[config.mk]
export PLATFORM = sky130hd
export DESIGN_NAME = filled_circle_span_generator
export DESIGN_NICKNAME = d
export VERILOG_FILES = /design/src/sv/fcsg_pkg.sv /design/src/sv/fcsg_front.sv /design/src/sv/fcsg_back.sv /design/src/sv/filled_circle_span_generator.sv
export SDC_FILE = /design/constraint.sdc
export NUM_CORES = 1
export LEC_CHECK = 0
export ABC_CLOCK_PERIOD_IN_PS = 5700
export BUFFER_PORTS_ARGS = -buffer_cell sky130_fd_sc_hd__clkbuf_2
export CAP_MARGIN = 20
export CORE_ASPECT_RATIO = 0.9
export CORE_MARGIN = 4
export CORE_UTILIZATION = 50
export CTS_BUF_LIST = sky130_fd_sc_hd__clkbuf_8
export CTS_CLUSTER_DIAMETER = 120
export DETAILED_ROUTE_END_ITERATION = 8
export HOLD_SLACK_MARGIN = 0.06
export MAX_ROUTING_LAYER = met4
export PLACE_DENSITY_LB_ADDON = 0.05
export SETUP_SLACK_MARGIN = 0.4
export SLEW_MARGIN = 20
export SYNTH_ARGS = -nofsm -noshare
export SYNTH_HDL_FRONTEND = slang
export SYNTH_SLANG_ARGS = --single-unit
[constraint.sdc]
create_clock -name i_clk -period 5.7 [get_ports i_clk]
set_clock_uncertainty 0.05 [all_clocks]
set_input_delay 0.285 -clock i_clk [delete_from_list [all_inputs] [get_ports i_clk]]
set_output_delay 0.285 -clock i_clk [all_outputs]
set_load 0.01 [all_outputs]
[src/sv/fcsg_pkg.sv]
// shared types and constants for the filled circle span generator
package fcsg_pkg;

    // field widths fixed by the item formats
    localparam int COORD_W  = 10;
    localparam int RAD_W    = 6;
    localparam int SPAN_W   = 12;
    localparam int OFS_W    = 9;
    localparam int DEC_W    = 11;
    localparam int CNT_W    = 7;

    // a circle never gives more results than this
    localparam logic [CNT_W-1:0] RESULT_LIMIT = 7'd64;

    // input item
    typedef struct packed {
        logic [COORD_W-1:0] center_x;
        logic [COORD_W-1:0] center_y;
        logic [RAD_W-1:0]   radius;
    } t_in;

    // result item
    typedef struct packed {
        logic signed [SPAN_W-1:0] wide_row_below;
        logic signed [SPAN_W-1:0] wide_row_above;
        logic signed [SPAN_W-1:0] wide_left;
        logic signed [SPAN_W-1:0] wide_right;
        logic signed [SPAN_W-1:0] narrow_row_below;
        logic signed [SPAN_W-1:0] narrow_row_above;
        logic signed [SPAN_W-1:0] narrow_left;
        logic signed [SPAN_W-1:0] narrow_right;
        logic                     last_of_circle;
    } t_out;

    // one queued circle, radius already clamped
    typedef struct packed {
        logic [COORD_W-1:0] cx;
        logic [COORD_W-1:0] cy;
        logic [RAD_W-1:0]   r;
    } t_job;

    // head of the job queue as seen by the walker
    typedef struct packed {
        logic valid;
        t_job job;
    } t_head;

endpackage

[src/sv/fcsg_front.sv]
// front end: takes circle transfers, clamps the radius and queues the jobs
module fcsg_front #(
    parameter int MAX_RADIUS = 63
) (
    input  logic           i_clk,
    input  logic           i_rst_n,
    input  logic           i_valid,
    input  fcsg_pkg::t_in  i_data,
    output logic           o_stall,
    output fcsg_pkg::t_head o_head,
    input  logic           i_pop
);

    fcsg_pkg::t_job r_ent [2];
    logic           r_wp, r_rp;
    logic [1:0]     r_cnt;
    logic           push;
    logic [fcsg_pkg::RAD_W-1:0] rad_c;

    // radius saturation
    always_comb begin
        if (32'(i_data.radius) > MAX_RADIUS) begin
            rad_c = fcsg_pkg::RAD_W'(MAX_RADIUS);
        end else begin
            rad_c = i_data.radius;
        end
    end

    assign o_stall = (r_cnt == 2'd2);
    assign push    = i_valid && !o_stall;

    // queue storage
    always_ff @(posedge i_clk) begin
        if (push) begin
            r_ent[r_wp] <= '{cx: i_data.center_x, cy: i_data.center_y, r: rad_c};
        end
    end

    // queue pointers and fill
    always_ff @(posedge i_clk) begin
        if (!i_rst_n) begin
            r_wp  <= 1'b0;
            r_rp  <= 1'b0;
            r_cnt <= 2'd0;
        end else begin
            if (push) begin
                r_wp <= ~r_wp;
            end
            if (i_pop) begin
                r_rp <= ~r_rp;
            end
            r_cnt <= r_cnt + 2'(push) - 2'(i_pop);
        end
    end

    assign o_head.valid = (r_cnt != 2'd0);
    assign o_head.job   = r_ent[r_rp];

endmodule

[src/sv/fcsg_back.sv]
// back end: runs the circle walk and drives the result register
module fcsg_back (
    input  logic            i_clk,
    input  logic            i_rst_n,
    input  fcsg_pkg::t_head i_head,
    output logic            o_pop,
    output logic            o_valid,
    output fcsg_pkg::t_out  o_data,
    input  logic            i_stall
);

    localparam int OW = fcsg_pkg::OFS_W;
    localparam int DW = fcsg_pkg::DEC_W;
    localparam int SW = fcsg_pkg::SPAN_W;

    logic                       r_busy;
    logic signed [OW-1:0]       r_along, r_across;
    logic signed [DW-1:0]       r_dec;
    logic [fcsg_pkg::CNT_W-1:0] r_cnt;
    logic [fcsg_pkg::COORD_W-1:0] r_cx, r_cy;
    logic [fcsg_pkg::RAD_W-1:0] r_r;
    logic                       r_valid;
    fcsg_pkg::t_out             r_out;

    logic signed [OW-1:0]       n_along, n_across;
    logic signed [DW-1:0]       n_dec;
    logic [fcsg_pkg::CNT_W-1:0] n_cnt;
    logic signed [DW-1:0]       along_x, across_x, rad_x;
    logic                       done;
    logic                       advance;
    logic signed [SW-1:0]       cx_s, cy_s, al_s, ac_s;

    assign o_pop   = !r_busy && i_head.valid;
    assign advance = r_busy && (!r_valid || !i_stall);

    // three-way decision step
    always_comb begin
        along_x  = DW'(r_along);
        across_x = DW'(r_across);
        rad_x    = DW'({1'b0, r_r});
        n_along  = r_along;
        n_across = r_across;
        priority if (r_dec >= (along_x <<< 1)) begin
            n_dec   = r_dec - (along_x <<< 1) - DW'(1);
            n_along = r_along + OW'(1);
        end else if (r_dec < ((rad_x - across_x) <<< 1)) begin
            n_dec    = r_dec + (across_x <<< 1) - DW'(1);
            n_across = r_across - OW'(1);
        end else begin
            n_dec    = r_dec + ((across_x - along_x - DW'(1)) <<< 1);
            n_across = r_across - OW'(1);
            n_along  = r_along + OW'(1);
        end
        n_cnt = r_cnt + fcsg_pkg::CNT_W'(1);
        done  = (n_across < n_along) || (n_cnt >= fcsg_pkg::RESULT_LIMIT);
    end

    // span endpoints from the current offsets
    assign cx_s = SW'({1'b0, r_cx});
    assign cy_s = SW'({1'b0, r_cy});
    assign al_s = SW'(r_along);
    assign ac_s = SW'(r_across);

    // walker control
    always_ff @(posedge i_clk) begin
        if (!i_rst_n) begin
            r_busy <= 1'b0;
        end else if (o_pop) begin
            r_busy <= 1'b1;
        end else if (advance && done) begin
            r_busy <= 1'b0;
        end
    end

    // walker datapath
    always_ff @(posedge i_clk) begin
        if (o_pop) begin
            r_cx     <= i_head.job.cx;
            r_cy     <= i_head.job.cy;
            r_r      <= i_head.job.r;
            r_along  <= '0;
            r_across <= OW'({1'b0, i_head.job.r});
            r_dec    <= DW'({1'b0, i_head.job.r}) - DW'(1);
            r_cnt    <= '0;
        end else if (advance) begin
            r_along  <= n_along;
            r_across <= n_across;
            r_dec    <= n_dec;
            r_cnt    <= n_cnt;
        end
    end

    // result register valid
    always_ff @(posedge i_clk) begin
        if (!i_rst_n) begin
            r_valid <= 1'b0;
        end else if (advance) begin
            r_valid <= 1'b1;
        end else if (!i_stall) begin
            r_valid <= 1'b0;
        end
    end

    // result register payload
    always_ff @(posedge i_clk) begin
        if (advance) begin
            r_out.wide_row_below   <= cy_s + al_s;
            r_out.wide_row_above   <= cy_s - al_s;
            r_out.wide_left        <= cx_s - ac_s;
            r_out.wide_right       <= cx_s + ac_s;
            r_out.narrow_row_below <= cy_s + ac_s;
            r_out.narrow_row_above <= cy_s - ac_s;
            r_out.narrow_left      <= cx_s - al_s;
            r_out.narrow_right     <= cx_s + al_s;
            r_out.last_of_circle   <= done;
        end
    end

    assign o_valid = r_valid;
    assign o_data  = r_out;

endmodule

[src/sv/filled_circle_span_generator.sv]
// top level of the filled circle span generator
//
//  channel  | direction | handshake          | payload
//  ---------+-----------+--------------------+------------------------
//  circle   | in        | i_valid / o_stall  | i_data (center, radius)
//  spans    | out       | o_valid / i_stall  | o_data (four spans, last)
//
// a circle of n results keeps the walker busy loading the job from the
// queue, then one step of the walk per result; n is at most radius+1.
// the front queue holds two circles and stalls only when both are waiting.
// a stalled result holds in the output register and freezes the walk.
// synchronous active-low reset empties the queue and the output register.
module filled_circle_span_generator #(
    parameter int MAX_RADIUS = 63
) (
    input  logic           i_clk,
    input  logic           i_rst_n,
    input  logic           i_valid,
    input  fcsg_pkg::t_in  i_data,
    output logic           o_stall,
    output logic           o_valid,
    output fcsg_pkg::t_out o_data,
    input  logic           i_stall
);

    fcsg_pkg::t_head head;
    logic            pop;

    // transfer acceptance and job queue
    fcsg_front #(
        .MAX_RADIUS (MAX_RADIUS)
    ) u_front (
        .i_clk   (i_clk),
        .i_rst_n (i_rst_n),
        .i_valid (i_valid),
        .i_data  (i_data),
        .o_stall (o_stall),
        .o_head  (head),
        .i_pop   (pop)
    );

    // circle walk and result register
    fcsg_back u_back (
        .i_clk   (i_clk),
        .i_rst_n (i_rst_n),
        .i_head  (head),
        .o_pop   (pop),
        .o_valid (o_valid),
        .o_data  (o_data),
        .i_stall (i_stall)
    );

endmodule
==> flow_summary_export.csv <==
group,metric,value,unit
finish,multi_input_area,7580,um2
cts,clockRootBuffer,"clkbuf_8",
grt,antenna_found_initial,0,
synth,syn_inst,1340,
finish,register_area,6170,um2
cts,worstSkewPairLatency,0.53,ns
sta,period_needed,4.95,ns
synth,async_flop_share,0,%
worst_setup_path,critical_path.slowest_cell,"edfxtp_1",
sta,relSlewSlack,27.6,%
drt,wl_per_cell,19.3,um
synth,synth_cell_types,72,
drt,vias,10700,
cts,ctsHtreeMaxLevel,2,
grt,grt_start_max_net_pins,64,
worst_setup_path,r2r_slack,0.75,ns
drt,via_per_inst,5.57,
die,ioPinCount,129,
sta,worstMarginPinSlew,1.08,ns
worst_setup_path,path_depth,27,
grt,grt_pass1_vias,10300,
finish,diodes,0,
finish,areaGrowthSynthToFinish,15.4,%
worst_setup_path,critPathBufInv,4,
sta,timing.final.hold_violations,0,
run_status,status,"complete, no violations",
die,die_w,186,um
synth,syn_nets,1547,
synth,syn_area,14300,um2
worst_setup_path,r2r_end,"u_back.o_data[0]",
drt,drc,0,
placement,place_congestion,0.911,
synth,syn-mean-instance-area,10.7,um2
die,die-area,31400,um2
sta,maxSlewViolCount,0,
worst_setup_path,crit_type,"flop to flop",
finish,nets,1738,
worst_setup_path,reg2reg_from,"u_back.r_r[0]",
drt,ant_nets,0,
sta,fin_crit_sh,86.8,%
die,initial_core_util,51.0,%
cts,clk_path_buf_depth,3,
grt,grt_usage,23.7,%
synth,synth.ff_latch_count,214,
sta,tns,0,ns
synth,ys_seq_area_share,43.1,%
worst_setup_path,cp.arrival,5.14,ns
worst_setup_path,r2r_cells,27,
worst_setup_path,crit_path_max_fanout,5,
min_path,min_path_type,"primary input to flop",
synth,synth_flop_cell,"edfxtp_1",
cts,cts_buffers,37,
worst_setup_path,cp-endpoint,"u_back.o_data[0]",
grt,grt_pass1_wl,57.2,mm
worst_setup_path,cp.required,5.89,ns
synth,ys_warn_count,0,
finish,post-route-util,58.8,%
cts,cts.clk_slew.worst_paths,0.07,ns
worst_setup_path,cp_slowest_stage_delay,0.36,ns
die,rows,58,
grt,gr-total-overflow,0,
worst_setup_path,start_kind,"flop",
sta,fmax,0.202,GHz
drt,drtIter0Drc,582,
placement,post-dp-hpwl,27.9,mm
worst_setup_path,end_kind,"flop",
worst_setup_path,cp_common_cell,"ha_1",
drt,dr.pass1.iters,5,
die,coreArea,28100,um2
sta,rsz0062_at_grt,"false",
sta,setup_violations,0,
placement,io_buffers,128,
flow_run,maxCapViolCount,0,
die,dieHeight,169,um
finish,n_fill_cell,2451,
drt,routed_wirelength,37.0,mm
worst_setup_path,crit_start,"u_back.r_r[0]",
synth,synth_enable_flop_cells,188,
cts,cts_sinks,214,
worst_setup_path,cpLargestDelayFamily,"compound AO/OA/AOI/OAI gates",
cts,cts_tree,"yes",
finish,drive_above_1_share,17.7,%
what timing repair did:
item | CTS | global route
hold buffers | 29 | 0
setup endpoints to repair | 2 | 2
hold endpoints to repair | 58 | 0
gates resized for setup | 4 | 21
setup buffers | 2 | 5
pin swaps | 0 | 8
cloned | 0 | 0
stage by stage:
step / hold WS, ns / cells / area (um2) / setup WS (ns)
global placement: 0.408 / 1816 / 15400 / 0.382
global route: 0.160 / 1918 / 16500 / 0.483
finish: 0.153 / 1918 / 16500 / 0.754
CTS: 0.120 / 1913 / 16400 / 0.400
floorplan: 0.334 / 1340 / 14300 / 0.460
detailed placement: 0.423 / 1816 / 15400 / 0.261
cells by family after synthesis:
kind of cell               synth area share (%)
AOI/OAI and AO/OA                          14.8
xor gates and xnor gates                   7.22
buffers and inverters                      4.51
muxes                                      2.80
and+or+nand+nor                            11.4
DFF                                        43.1
adders and majority gates                  16.1
tightest hold or removal path, stage by stage:
cell,delay (ns)
clkbuf_2,0.09
nand2_1,0.09
and2_1,0.13
o21a_1,0.09
cell usage in the layout, fill, tap and decap left out, types with 13 or more instances in the layout:
cell type and count:
o211ai_1 15, clkbuf_2 128, nand3_1 13, a21o_1 14, a21oi_1 66, ha_1 163, o21ai_0 53, nor2b_1 29
inv_1 143, nor3_1 33, edfxtp_1 188, nand2_1 60, dfxtp_1 26, a31oi_1 16, nor2_1 89, buf_4 30
mux2_2 29, nand2b_1 14, o21a_1 15, clkbuf_8 41, xnor2_1 92, xor2_1 25, dlygate4sd3_1 29
Yosys cell counts, types with 8 or more instances:
master    number  share of area [%]
a211o_1       10               0.61
a211oi_1      12               0.63
a21o_1        14               0.73
a21oi_1       68                2.4
a311oi_1       8               0.49
a31oi_1       16               0.70
and2_1         8               0.35
and3_1         9               0.39
clkbuf_1      21               0.55
dfxtp_1       26                3.6
edfxtp_1     188                 39
fa_1          13                1.8
ha_1         164                 14
inv_1        129                3.4
mux2_2        29                2.3
nand2_1       60                1.6
nand2b_1      14               0.61
nand3_1       13               0.45
nor2_1        93                2.4
nor2b_1       29                1.3
nor3_1        33                1.2
nor3b_1        9               0.47
nor4_1         9               0.39
o211ai_1      15               0.79
o21a_1        15               0.79
o21ai_0       57                2.0
o21bai_1      11               0.58
o311ai_0       8               0.49
o31ai_1        9               0.47
or3_1         12               0.52
or4_1          8               0.42
xnor2_1       93                5.7
xor2_1        25                1.5
state kept, by name, indices dropped and copies added (netlist names), named ones only:
register         count
u_front.r_wp         1
u_back.r_along       9
u_back.o_valid       1
u_front.r_rp         1
u_front.r_ent       52
u_back.r_cnt         7
u_back.o_data       93
u_back.r_cy         10
u_back.r_cx         10
u_back.r_across      9
u_back.r_dec        11
u_back.r_busy        1
u_back.r_r           6
u_front.r_cnt        2
area by class of cell:
type                    count  area share (%)
inverters                 130            2.97
multi-input cells         960            45.9
flip-flops and latches    214            37.3
repair buffers            188            7.06
clock inverters            25           0.666
well taps                 360            2.73
clock buffers              41            3.41
worst min path at each step:
stage,from,end,slack (ns),depth (start not counted)
2_1_floorplan,i_data[0],u_front.r_ent[0][0],0.33,0
3_3_place_gp,u_back.r_cnt[6],u_back.r_cnt[6],0.41,2
6_report,i_valid,u_front.r_wp,0.15,4
3_5_place_dp,u_back.r_cnt[6],u_back.r_cnt[6],0.42,2
5_1_grt,i_valid,u_front.r_wp,0.16,4
4_1_cts,i_valid,u_front.r_wp,0.12,4
metal layers:
layer	wire (um)	part of all wire (%)	GRT usage [%]	up-vias
met5	0	0	-	-
met4	688	1.9	5.27	0
met3	2490	6.7	3.53	53
met2	15700	42	34.4	351
met1	18100	49	35.5	4988
li1	-	-	-	5288
Power is not shown: default switching activity piles up to over one toggle a cycle in this logic, so the estimate is an artifact.
